**src/rtl/hsm_pkg.sv**
```systemverilog
package hsm_pkg;

  typedef enum logic [1:0] {
    KIND_SAFETY   = 2'd0,
    KIND_ACTUATOR = 2'd1,
    KIND_CLEAR    = 2'd2
  } hsm_kind_t;

  typedef enum logic [2:0] {
    CODE_NONE       = 3'd0,
    CODE_OVERTEMP   = 3'd1,
    CODE_DISCONNECT = 3'd2,
    CODE_RUNAWAY    = 3'd3,
    CODE_ACTUATOR   = 3'd4
  } hsm_code_t;

  typedef enum logic [2:0] {
    REG_MIN_TEMP     = 3'd0,
    REG_MAX_TEMP     = 3'd1,
    REG_MAX_RATE     = 3'd2,
    REG_HARD_LIMIT   = 3'd3,
    REG_RUNAWAY_SECS = 3'd4,
    REG_RUNAWAY_RISE = 3'd5
  } hsm_reg_t;

  localparam int CFG_IDX_W = 3;
  localparam int RATE_W    = 16;
  localparam int SECS_W    = 16;
  localparam int RISE_CFG_W = 13;
  localparam int TIME_W    = 32;
  localparam int PCT_W     = 7;

  localparam logic [1:0]        DISCONNECT_LIMIT = 2'd3;
  localparam logic [PCT_W-1:0]  HIGH_POWER_PCT   = 7'd80;
  localparam logic [TIME_W-1:0] CHECKPOINT_MS    = 32'd10000;
  localparam logic [TIME_W-1:0] MS_PER_S         = 32'd1000;
  localparam logic [PCT_W-1:0]  MISMATCH_PCT     = 7'd15;
  localparam logic [PCT_W-1:0]  MIN_CMD_PCT      = 7'd5;

endpackage

```
**src/rtl/hsm_if.sv**
```systemverilog
interface hsm_in_if #(parameter int TEMP_WIDTH = 14);
  logic                  valid;
  logic                  ready;
  logic [1:0]            kind;
  logic [31:0]           now_ms;
  logic [TEMP_WIDTH-1:0] temp_sample;
  logic                  temp_valid;
  logic [6:0]            heater_power;
  logic                  heat_enable;
  logic                  probe_present;
  logic [6:0]            commanded_power;
  logic [6:0]            measured_power;
  logic                  overcurrent;

  modport source (output valid, kind, now_ms, temp_sample, temp_valid, heater_power,
                  heat_enable, probe_present, commanded_power, measured_power,
                  overcurrent, input ready);
  modport sink (input valid, kind, now_ms, temp_sample, temp_valid, heater_power,
                heat_enable, probe_present, commanded_power, measured_power,
                overcurrent, output ready);
endinterface

interface hsm_out_if;
  logic       valid;
  logic       ready;
  logic       ok;
  logic       fault_latched;
  logic [2:0] fault_code;

  modport source (output valid, ok, fault_latched, fault_code, input ready);
  modport sink (input valid, ok, fault_latched, fault_code, output ready);
endinterface

interface hsm_cfg_if
  import hsm_pkg::*;
#(parameter int DATA_W = 16);
  logic                 valid;
  logic                 ready;
  logic [CFG_IDX_W-1:0] index;
  logic [DATA_W-1:0]    data;

  modport source (output valid, index, data, input ready);
  modport sink (input valid, index, data, output ready);
endinterface

```
**src/rtl/hsm_rate_chk.sv**
```systemverilog
module hsm_rate_chk
  import hsm_pkg::*;
#(
  parameter int TEMP_WIDTH = 14
) (
  input  logic signed [TEMP_WIDTH-1:0] temp,
  input  logic signed [TEMP_WIDTH-1:0] last_temp,
  input  logic                         last_valid,
  input  logic [TIME_W-1:0]            now_ms,
  input  logic [TIME_W-1:0]            last_time,
  input  logic [RATE_W-1:0]            max_rate,
  output logic                         too_fast
);

  localparam int DIFF_W = TEMP_WIDTH + 1;
  localparam int LHS_W  = DIFF_W + 10;
  localparam int RHS_W  = RATE_W + TIME_W;
  localparam int CMP_W  = (LHS_W > RHS_W) ? LHS_W : RHS_W;

  logic signed [DIFF_W-1:0] diff;
  logic [DIFF_W-1:0]        mag;
  logic [TIME_W-1:0]        dt;
  logic [CMP_W-1:0]         lhs;
  logic [CMP_W-1:0]         rhs;

  // |t - last| * 1000 > max_rate * dt, no division needed
  always_comb begin
    diff = DIFF_W'(temp) - DIFF_W'(last_temp);
    mag  = diff[DIFF_W-1] ? DIFF_W'(-diff) : DIFF_W'(diff);
    dt   = now_ms - last_time;
    lhs  = CMP_W'(mag) * CMP_W'(MS_PER_S);
    rhs  = CMP_W'(max_rate) * CMP_W'(dt);
    too_fast = last_valid && (dt != '0) && (lhs > rhs);
  end

endmodule

```
**src/rtl/heater_safety_monitor_unit.sv**
```systemverilog
// Channel  | Dir | Handshake     | Payload
// in_ch    | in  | valid / ready | kind, now_ms, temperature, heater and actuator status
// out_ch   | out | valid / ready | ok, fault_latched, fault_code
// cfg_ch   | in  | valid / ready | index, data (register write, always ready)
//
// Two stages: an input register, then the checks and state update into the result
// register. One item per cycle sustained while the output is ready; an item passes from
// the input register to the result register. The rate multiply (max_rate x elapsed ms)
// sets the critical path. Synchronous active-low reset clears the fault latch, all
// tracking and loads the default thresholds. A stalled output holds the pipe; the input
// register drains into the result register as soon as that frees.
module heater_safety_monitor_unit
  import hsm_pkg::*;
#(
  parameter int TEMP_WIDTH = 14
) (
  input  logic      clk,
  input  logic      rst_n,
  hsm_in_if.sink    in_ch,
  hsm_out_if.source out_ch,
  hsm_cfg_if.sink   cfg_ch
);

  localparam int TW     = TEMP_WIDTH;
  localparam int RISE_W = (TW + 1 > RISE_CFG_W + 1) ? TW + 1 : RISE_CFG_W + 1;

  localparam logic signed [TW-1:0] MIN_TEMP_RST   = TW'(-640);
  localparam logic signed [TW-1:0] MAX_TEMP_RST   = TW'(2400);
  localparam logic signed [TW-1:0] HARD_LIMIT_RST = TW'(1920);

  // configuration
  logic signed [TW-1:0]     min_temp_r, max_temp_r, hard_limit_r;
  logic [RATE_W-1:0]        max_rate_r;
  logic [SECS_W-1:0]        runaway_secs_r;
  logic [RISE_CFG_W-1:0]    runaway_rise_r;

  // input register
  logic                     s1_valid_r;
  hsm_kind_t                s1_kind_r;
  logic [TIME_W-1:0]        s1_now_r;
  logic signed [TW-1:0]     s1_temp_r;
  logic                     s1_tv_r, s1_on_r, s1_conn_r, s1_oc_r;
  logic [PCT_W-1:0]         s1_power_r, s1_cmd_r, s1_meas_r;

  // tracking state
  logic                     faulted_r, faulted_nxt;
  hsm_code_t                code_r, code_nxt;
  logic [1:0]               dcnt_r, dcnt_nxt;
  logic signed [TW-1:0]     lg_temp_r, lg_temp_nxt;
  logic                     lg_valid_r, lg_valid_nxt;
  logic [TIME_W-1:0]        lg_time_r, lg_time_nxt;
  logic                     ra_armed_r, ra_armed_nxt;
  logic [TIME_W-1:0]        ra_start_r, ra_start_nxt;
  logic signed [TW-1:0]     ra_ref_r, ra_ref_nxt;
  logic                     ra_ref_valid_r, ra_ref_valid_nxt;
  logic [TIME_W-1:0]        ra_check_r, ra_check_nxt;

  // result register
  logic                     out_valid_r;
  logic                     out_ok_r, out_ok_nxt;
  logic                     out_latched_r;
  hsm_code_t                out_code_r;

  logic                     fire;
  logic                     too_fast;
  logic                     fail;
  logic [1:0]               dcnt_sat;
  logic signed [RISE_W-1:0] rise;
  logic signed [RISE_W-1:0] min_rise;
  logic [TIME_W-1:0]        secs_ms;
  logic [PCT_W-1:0]         pdiff;

  assign fire         = s1_valid_r && (!out_valid_r || out_ch.ready);
  assign in_ch.ready  = !s1_valid_r || fire;
  assign cfg_ch.ready = 1'b1;

  assign out_ch.valid         = out_valid_r;
  assign out_ch.ok            = out_ok_r;
  assign out_ch.fault_latched = out_latched_r;
  assign out_ch.fault_code    = out_code_r;

  hsm_rate_chk #(.TEMP_WIDTH(TW)) u_rate (
    .temp       (s1_temp_r),
    .last_temp  (lg_temp_r),
    .last_valid (lg_valid_r),
    .now_ms     (s1_now_r),
    .last_time  (lg_time_r),
    .max_rate   (max_rate_r),
    .too_fast   (too_fast)
  );

  always_comb begin
    faulted_nxt      = faulted_r;
    code_nxt         = code_r;
    dcnt_nxt         = dcnt_r;
    lg_temp_nxt      = lg_temp_r;
    lg_valid_nxt     = lg_valid_r;
    lg_time_nxt      = lg_time_r;
    ra_armed_nxt     = ra_armed_r;
    ra_start_nxt     = ra_start_r;
    ra_ref_nxt       = ra_ref_r;
    ra_ref_valid_nxt = ra_ref_valid_r;
    ra_check_nxt     = ra_check_r;
    out_ok_nxt       = 1'b1;
    fail             = 1'b0;
    dcnt_sat         = (dcnt_r == DISCONNECT_LIMIT) ? dcnt_r : dcnt_r + 2'd1;
    rise             = RISE_W'(s1_temp_r) - RISE_W'(ra_ref_r);
    min_rise         = RISE_W'({1'b0, runaway_rise_r});
    secs_ms          = TIME_W'(runaway_secs_r) * MS_PER_S;
    pdiff            = (s1_cmd_r >= s1_meas_r) ? s1_cmd_r - s1_meas_r
                                               : s1_meas_r - s1_cmd_r;

    case (s1_kind_r)
      KIND_SAFETY: begin
        if (faulted_r) begin
          fail = 1'b1;
        end else begin
          if (!s1_conn_r) begin
            dcnt_nxt = dcnt_sat;
            if (dcnt_sat == DISCONNECT_LIMIT) begin
              fail        = 1'b1;
              faulted_nxt = 1'b1;
              code_nxt    = CODE_DISCONNECT;
            end
          end else begin
            dcnt_nxt = 2'd0;
            if (s1_tv_r) begin
              if (s1_temp_r < min_temp_r || s1_temp_r > max_temp_r) begin
                fail        = 1'b1;
                faulted_nxt = 1'b1;
                code_nxt    = CODE_OVERTEMP;
              end else if (too_fast) begin
                fail        = 1'b1;
                faulted_nxt = 1'b1;
                code_nxt    = CODE_ACTUATOR;
              end else begin
                lg_temp_nxt  = s1_temp_r;
                lg_valid_nxt = 1'b1;
                lg_time_nxt  = s1_now_r;
              end
            end
          end

          if (!fail && s1_tv_r && s1_temp_r >= hard_limit_r) begin
            fail        = 1'b1;
            faulted_nxt = 1'b1;
            code_nxt    = CODE_OVERTEMP;
          end

          if (!fail) begin
            if (s1_on_r && s1_power_r > HIGH_POWER_PCT) begin
              if (!ra_armed_r) begin
                ra_armed_nxt     = 1'b1;
                ra_start_nxt     = s1_now_r;
                ra_ref_nxt       = s1_tv_r ? s1_temp_r : '0;
                ra_ref_valid_nxt = s1_tv_r;
                ra_check_nxt     = s1_now_r;
              end else if (s1_now_r - ra_check_r >= CHECKPOINT_MS) begin
                // floor(elapsed / 1000) >= secs  <=>  elapsed >= secs * 1000
                if (s1_tv_r && ra_ref_valid_r && (s1_now_r - ra_start_r >= secs_ms) &&
                    rise < min_rise) begin
                  fail        = 1'b1;
                  faulted_nxt = 1'b1;
                  code_nxt    = CODE_RUNAWAY;
                end else begin
                  ra_ref_nxt       = s1_tv_r ? s1_temp_r : '0;
                  ra_ref_valid_nxt = s1_tv_r;
                  ra_check_nxt     = s1_now_r;
                end
              end
            end else begin
              ra_armed_nxt     = 1'b0;
              ra_start_nxt     = '0;
              ra_ref_nxt       = '0;
              ra_ref_valid_nxt = 1'b0;
              ra_check_nxt     = '0;
            end
          end
        end
        out_ok_nxt = !fail;
      end
      KIND_ACTUATOR: begin
        // a held code is never replaced
        if (s1_oc_r || (pdiff > MISMATCH_PCT && s1_cmd_r > MIN_CMD_PCT)) begin
          out_ok_nxt = 1'b0;
          if (!faulted_r) begin
            faulted_nxt = 1'b1;
            code_nxt    = CODE_ACTUATOR;
          end
        end
      end
      KIND_CLEAR: begin
        faulted_nxt      = 1'b0;
        code_nxt         = CODE_NONE;
        dcnt_nxt         = 2'd0;
        lg_temp_nxt      = '0;
        lg_valid_nxt     = 1'b0;
        lg_time_nxt      = '0;
        ra_armed_nxt     = 1'b0;
        ra_start_nxt     = '0;
        ra_ref_nxt       = '0;
        ra_ref_valid_nxt = 1'b0;
        ra_check_nxt     = '0;
      end
      default: begin
        out_ok_nxt = !faulted_r;
      end
    endcase
  end

  always_ff @(posedge clk) begin
    if (!rst_n) begin
      min_temp_r     <= MIN_TEMP_RST;
      max_temp_r     <= MAX_TEMP_RST;
      max_rate_r     <= RATE_W'(160);
      hard_limit_r   <= HARD_LIMIT_RST;
      runaway_secs_r <= SECS_W'(120);
      runaway_rise_r <= RISE_CFG_W'(32);
    end else if (cfg_ch.valid) begin
      case (hsm_reg_t'(cfg_ch.index))
        REG_MIN_TEMP:     min_temp_r     <= cfg_ch.data[TW-1:0];
        REG_MAX_TEMP:     max_temp_r     <= cfg_ch.data[TW-1:0];
        REG_MAX_RATE:     max_rate_r     <= cfg_ch.data[RATE_W-1:0];
        REG_HARD_LIMIT:   hard_limit_r   <= cfg_ch.data[TW-1:0];
        REG_RUNAWAY_SECS: runaway_secs_r <= cfg_ch.data[SECS_W-1:0];
        REG_RUNAWAY_RISE: runaway_rise_r <= cfg_ch.data[RISE_CFG_W-1:0];
        default: ;
      endcase
    end
  end

  always_ff @(posedge clk) begin
    if (!rst_n) begin
      s1_valid_r <= 1'b0;
    end else if (in_ch.ready) begin
      s1_valid_r <= in_ch.valid;
    end
  end

  always_ff @(posedge clk) begin
    if (in_ch.valid && in_ch.ready) begin
      s1_kind_r  <= hsm_kind_t'(in_ch.kind);
      s1_now_r   <= in_ch.now_ms;
      s1_temp_r  <= in_ch.temp_sample;
      s1_tv_r    <= in_ch.temp_valid;
      s1_power_r <= in_ch.heater_power;
      s1_on_r    <= in_ch.heat_enable;
      s1_conn_r  <= in_ch.probe_present;
      s1_cmd_r   <= in_ch.commanded_power;
      s1_meas_r  <= in_ch.measured_power;
      s1_oc_r    <= in_ch.overcurrent;
    end
  end

  always_ff @(posedge clk) begin
    if (!rst_n) begin
      faulted_r      <= 1'b0;
      code_r         <= CODE_NONE;
      dcnt_r         <= 2'd0;
      lg_temp_r      <= '0;
      lg_valid_r     <= 1'b0;
      lg_time_r      <= '0;
      ra_armed_r     <= 1'b0;
      ra_start_r     <= '0;
      ra_ref_r       <= '0;
      ra_ref_valid_r <= 1'b0;
      ra_check_r     <= '0;
    end else if (fire) begin
      faulted_r      <= faulted_nxt;
      code_r         <= code_nxt;
      dcnt_r         <= dcnt_nxt;
      lg_temp_r      <= lg_temp_nxt;
      lg_valid_r     <= lg_valid_nxt;
      lg_time_r      <= lg_time_nxt;
      ra_armed_r     <= ra_armed_nxt;
      ra_start_r     <= ra_start_nxt;
      ra_ref_r       <= ra_ref_nxt;
      ra_ref_valid_r <= ra_ref_valid_nxt;
      ra_check_r     <= ra_check_nxt;
    end
  end

  always_ff @(posedge clk) begin
    if (!rst_n) begin
      out_valid_r <= 1'b0;
    end else if (fire) begin
      out_valid_r <= 1'b1;
    end else if (out_ch.ready) begin
      out_valid_r <= 1'b0;
    end
  end

  always_ff @(posedge clk) begin
    if (fire) begin
      out_ok_r      <= out_ok_nxt;
      out_latched_r <= faulted_nxt;
      out_code_r    <= code_nxt;
    end
  end

endmodule
```
**src/flat_wrapper.sv**
```systemverilog
// flat-port wrapper written by rule: the top's interface ports become plain ports
module heater_safety_monitor_unit_flat import hsm_pkg::*;
#(
  parameter int TEMP_WIDTH = 14
)
  (clk, rst_n, in_ch_valid, in_ch_kind, in_ch_now_ms, in_ch_temp_sample, in_ch_temp_valid, in_ch_heater_power, in_ch_heat_enable, in_ch_probe_present, in_ch_commanded_power, in_ch_measured_power, in_ch_overcurrent, in_ch_ready, out_ch_valid, out_ch_ok, out_ch_fault_latched, out_ch_fault_code, out_ch_ready, cfg_ch_valid, cfg_ch_index, cfg_ch_data, cfg_ch_ready);
  hsm_in_if #(.TEMP_WIDTH(TEMP_WIDTH)) in_ch_i ();
  hsm_out_if out_ch_i ();
  hsm_cfg_if cfg_ch_i ();
  input  logic clk;
  input  logic rst_n;
  input wire logic [$bits(in_ch_i.valid)-1:0] in_ch_valid;
  input wire logic [$bits(in_ch_i.kind)-1:0] in_ch_kind;
  input wire logic [$bits(in_ch_i.now_ms)-1:0] in_ch_now_ms;
  input wire logic [$bits(in_ch_i.temp_sample)-1:0] in_ch_temp_sample;
  input wire logic [$bits(in_ch_i.temp_valid)-1:0] in_ch_temp_valid;
  input wire logic [$bits(in_ch_i.heater_power)-1:0] in_ch_heater_power;
  input wire logic [$bits(in_ch_i.heat_enable)-1:0] in_ch_heat_enable;
  input wire logic [$bits(in_ch_i.probe_present)-1:0] in_ch_probe_present;
  input wire logic [$bits(in_ch_i.commanded_power)-1:0] in_ch_commanded_power;
  input wire logic [$bits(in_ch_i.measured_power)-1:0] in_ch_measured_power;
  input wire logic [$bits(in_ch_i.overcurrent)-1:0] in_ch_overcurrent;
  output wire logic [$bits(in_ch_i.ready)-1:0] in_ch_ready;
  output wire logic [$bits(out_ch_i.valid)-1:0] out_ch_valid;
  output wire logic [$bits(out_ch_i.ok)-1:0] out_ch_ok;
  output wire logic [$bits(out_ch_i.fault_latched)-1:0] out_ch_fault_latched;
  output wire logic [$bits(out_ch_i.fault_code)-1:0] out_ch_fault_code;
  input wire logic [$bits(out_ch_i.ready)-1:0] out_ch_ready;
  input wire logic [$bits(cfg_ch_i.valid)-1:0] cfg_ch_valid;
  input wire logic [$bits(cfg_ch_i.index)-1:0] cfg_ch_index;
  input wire logic [$bits(cfg_ch_i.data)-1:0] cfg_ch_data;
  output wire logic [$bits(cfg_ch_i.ready)-1:0] cfg_ch_ready;
  assign in_ch_i.valid = in_ch_valid;
  assign in_ch_i.kind = in_ch_kind;
  assign in_ch_i.now_ms = in_ch_now_ms;
  assign in_ch_i.temp_sample = in_ch_temp_sample;
  assign in_ch_i.temp_valid = in_ch_temp_valid;
  assign in_ch_i.heater_power = in_ch_heater_power;
  assign in_ch_i.heat_enable = in_ch_heat_enable;
  assign in_ch_i.probe_present = in_ch_probe_present;
  assign in_ch_i.commanded_power = in_ch_commanded_power;
  assign in_ch_i.measured_power = in_ch_measured_power;
  assign in_ch_i.overcurrent = in_ch_overcurrent;
  assign in_ch_ready = in_ch_i.ready;
  assign out_ch_valid = out_ch_i.valid;
  assign out_ch_ok = out_ch_i.ok;
  assign out_ch_fault_latched = out_ch_i.fault_latched;
  assign out_ch_fault_code = out_ch_i.fault_code;
  assign out_ch_i.ready = out_ch_ready;
  assign cfg_ch_i.valid = cfg_ch_valid;
  assign cfg_ch_i.index = cfg_ch_index;
  assign cfg_ch_i.data = cfg_ch_data;
  assign cfg_ch_ready = cfg_ch_i.ready;
  heater_safety_monitor_unit #(.TEMP_WIDTH(TEMP_WIDTH)) u_core (.clk(clk), .rst_n(rst_n), .in_ch(in_ch_i), .out_ch(out_ch_i), .cfg_ch(cfg_ch_i));
endmodule
```
**config.mk**
```make
export PLATFORM = sky130hd
export DESIGN_NAME = heater_safety_monitor_unit_flat
export DESIGN_NICKNAME = d
export VERILOG_FILES = /design/src/rtl/hsm_pkg.sv /design/src/rtl/hsm_if.sv /design/src/rtl/hsm_rate_chk.sv /design/src/rtl/heater_safety_monitor_unit.sv /design/src/flat_wrapper.sv
export SDC_FILE = /design/constraint.sdc
export NUM_CORES = 2
export LEC_CHECK = 0
export BUFFER_PORTS_ARGS = -buffer_cell sky130_fd_sc_hd__buf_2
export CAP_MARGIN = 20
export CORE_AREA = 3 3 352 354
export DETAILED_ROUTE_END_ITERATION = 16
export DIE_AREA = 0 0 355 357
export GPL_ROUTABILITY_DRIVEN = 0
export PLACE_DENSITY = 0.49
export SETUP_SLACK_MARGIN = 0.15
export SLEW_MARGIN = 30
export SYNTH_ARGS = -nofsm -noshare
export SYNTH_HDL_FRONTEND = slang
export SYNTH_SLANG_ARGS = --single-unit
export TNS_END_PERCENT = 100
```
**constraint.sdc**
```tcl
create_clock -name clk -period 20.8 [get_ports clk]
set_input_delay 6.24 -clock clk [delete_from_list [all_inputs] [get_ports clk]]
set_output_delay 6.24 -clock clk [all_outputs]
set_load 0.02 [all_outputs]
```
==> summary.md <==
| Metric | Value |
|---|---|
| Status | `finished, final reports clean` |
| RSZ-0062 raised after global routing | `no` |
| Reg clk slew, reported paths | `0.06 ns` |
| Drt wl/cell | `18.1 µm` |
| Worst-Skew Late Latency | `0.55 ns` |
| Main area contributors after synthesis | `fa_1 (25%), ha_1 (13%), dfxtp_1 (11%)` |
| Port Buffers | `103` |
| Sequential element share of the synthesized area | `16.1%` |
| Cells after Synth | `4,974` |
| Syn_area_per_cell | `8.49 µm²` |
| Final layout net count | `6,063` |
| WL final | `120,000 µm` |
| Post-synth top flop | `dfxtp_1` |
| Post-synth top area share | `25.1%` |
| Comb pwr share | `73.1%` |
| Max Cap Viol | `0` |
| Worst setup EP type | `primary output` |
| Num ports | `105` |
| CP Class | `input pin to primary output` |
| Post-Syn Area | `0.0422 mm²` |
| Final HPWL DP | `92,800 µm` |
| Synth warnings | `0` |
| Die area | `0.127 mm²` |
| Final hold violation count | `0` |
| Placed Instances | `6,569` |
| Die width | `355 µm` |
| Antenna violations before repair | `4` |
| Remaining Overflow, GRT | `0` |
| Setup violators final | `0` |
| Critical Path AT | `6.82 ns` |
| Tmin final | `13.06 ns` |
| Post-synth net total | `6,056` |
| Switching Power | `0.00236 W` |
| Number of global-route vias before repair | `34,500` |
| Most frequent cells in the layout | `inv_1 (791), nand2_1 (761), fa_1 (530)` |
| Sequential share of power | `13.3%` |
| Layout Skew | `0.0211 ns` |
| Switching Fraction | `49.0%` |
| Fin cells | `6,635` |
| GRT Overall Usage | `19.2%` |
| Distinct cell type count after synthesis | `86` |
| Critical Path Source | `out_ch_ready` |
| Routing usage on met3 | `1.72%` |
| Number of routed nets with antenna violations | `0` |
| Postcts setup bufs | `0` |
| Worst Tran Pin Value | `0.953 ns` |
| Vias/cell | `5.05` |
| Clk network pwr share | `13.6%` |
| Initial core utilization | `34.8%` |
| Synth Register Bits | `300` |
| Leak Pwr | `20.5 nW` |
| M1 GR Usage | `25.8%` |
| Post-synth EDFFs | `78` |
| Final period util | `62.8%` |
| Share of post-route cells with drive strength above 1 | `5.63%` |
| Design internal power | `0.00246 W` |
| Hold Buf Count CTS | `0` |
| Site row count | `128` |
| First drt pass iteration count | `5` |
| Clock buffer depth | `3` |
| CTS root buffer | `clkbuf_16` |
| PostCTS Resize Cnt | `0` |
| Final Max Slew Viols | `0` |
| GR peak layer | `met2` |
| First-pass GRT wire length | `195,000 µm` |
| Total vias in the final route | `33,500` |
| Area delta synth->final | `8.23%` |
| Synth async-reset ratio | `0%` |
| Die Ht | `357 µm` |
| Post-route setup TNS | `0 ns` |
| Clock Sink Count | `300` |
| CP Launch Type | `input pin` |
| Worst R2R Start | `u_core.s1_temp_r[0]` |
| Cts bufs inserted | `34` |
| Post-route DRC | `0` |
| Commonest non-fill, non-tap cell in the layout | `inv_1` |
| Hold Startpoint | `u_core.lg_time_r[29]` |
| Largest net degree at the start of global routing | `75` |
| TritonCTS clock tree | `done` |
| GR Util met2 | `33.5%` |
| Worst-path maximum fanout | `4` |
| Placeable Area | `0.121 mm²` |
| Htree depth | `2` |
| Worst Hold Class | `register to register` |
| FMAX | `76.6 MHz` |
| Maximum VDD drop | `188 µV` |
| Crit path required time | `14.56 ns` |
| PwrDens | `105 mW/mm²` |
| Largest area contributor in the netlist | `fa_1` |
| Slew HR | `36.5%` |
| Starting DRT DRC Count | `1,643` |
==> worst max-delay path, cell delays in order <==
cell and delay [ns]:
buf_2 0.10, nor2b_1 0.21, nand2_1 0.10, buf_2 0.16
==> power groups by stage <==
stage / sequential [W] / combinational (W) / clock (W)
floorplan: 0.000644 / 0.00267 / 0
global placement: 0.000655 / 0.00351 / 0
CTS: 0.000642 / 0.00357 / 0.000674
global route: 0.000644 / 0.00406 / 0.000693
detailed placement: 0.000655 / 0.00353 / 0
finish: 0.000642 / 0.00352 / 0.000654
==> synth_stat cells (8+ instances only) <==
| master | n |
|---|---|
| nand3_1 | 144 |
| and3_1 | 41 |
| edfxtp_1 | 78 |
| clkbuf_1 | 170 |
| o21ai_0 | 145 |
| o211ai_1 | 34 |
| a221oi_1 | 11 |
| o21bai_1 | 13 |
| nor2_1 | 183 |
| xnor2_1 | 100 |
| o21a_1 | 35 |
| inv_1 | 791 |
| nand4_1 | 29 |
| nand2b_1 | 45 |
| o221ai_1 | 8 |
| nand2_1 | 761 |
| ha_1 | 455 |
| and4_1 | 13 |
| nor4_1 | 11 |
| or4_1 | 12 |
| and2_1 | 191 |
| a21oi_1 | 319 |
| nand3b_1 | 8 |
| a31oi_1 | 33 |
| a211o_1 | 10 |
| mux2i_1 | 93 |
| a21boi_0 | 19 |
| dfxtp_1 | 222 |
| a21o_1 | 69 |
| o211a_1 | 8 |
| nor2b_1 | 70 |
| or3_1 | 15 |
| xor2_1 | 59 |
| o41ai_1 | 9 |
| nor3_1 | 39 |
| a2111oi_0 | 11 |
| o2111ai_1 | 13 |
| a211oi_1 | 31 |
| fa_1 | 530 |
| o31ai_1 | 17 |
| or2_2 | 11 |
==> metal layers <==
metal,up-vias,part of all wire (%)
met5,-,0.0092
met2,581,49
met3,126,3.5
li1,16300,-
met4,2,1.8
met1,16500,46
==> through the flow <==
stage	setup WS (ns)	hold WS [ns]	power (W)	util, %	instance area [µm²]
global route	7.47	0.469	0.00540	37.7	45700
global placement	7.75	0.438	0.00416	36.6	44500
floorplan	7.97	0.423	0.00332	-	42200
detailed placement	7.75	0.444	0.00419	36.6	44500
finish	7.74	0.451	0.00482	37.7	45700
CTS	7.74	0.452	0.00489	37.6	45700
==> cells by family (layout without fill, tap and decap cells) <==
| family | count (synthesis) | after routing | synth area share [%] |
|---|---|---|---|
| AOI/OAI and AO/OA | 847 | 847 | 12.7 |
| DFF | 300 | 300 | 16.1 |
| xor gates and xnor gates | 159 | 159 | 3.30 |
| adders and majority gates | 985 | 985 | 38.6 |
| other | 1 | 4 | 0.00888 |
| and+or+nand+nor | 1601 | 1601 | 17.9 |
| buffers and inverters | 982 | 1015 | 9.03 |
| muxes | 99 | 99 | 2.36 |
==> area by class of cell <==
cell class	instances	area, µm²
inverters	792	2980
clock inverters	19	235
multi-input cells	3692	31700
well taps	1625	2030
diodes	3	7.51
repair buffers	161	973
fillers	12800	75700
clock buffers	43	961
flip-flops and latches	300	6790
==> flip-flops by register name (all words and copies together) (netlist names), 2 cells and up <==
signal,flops
u_core.lg_time_r,32
u_core.ra_check_r,32
u_core.ra_start_r,32
u_core.s1_now_r,32
u_core.max_rate_r,16
u_core.runaway_secs_r,16
u_core.hard_limit_r,14
u_core.lg_temp_r,14
u_core.max_temp_r,14
u_core.min_temp_r,14
u_core.ra_ref_r,14
u_core.s1_temp_r,14
u_core.runaway_rise_r,13
u_core.s1_cmd_r,7
u_core.s1_meas_r,7
u_core.s1_power_r,7
u_core.code_r,3
u_core.out_ch.fault_code,3
u_core.dcnt_r,2
u_core.s1_kind_r,2
==> worst paths after layout <==
path | end | depth (start not counted) | slack [ns]
worst min-delay path | u_core.lg_time_r[29] | 2 | 0.45
worst min register to register | u_core.lg_time_r[29] | 2 | 0.45
worst max register to register | u_core.ra_check_r[23] | 49 | 8.52
worst max-delay path | in_ch_ready | 4 | 7.74
Note: power is estimated with default switching activity, not from simulation.
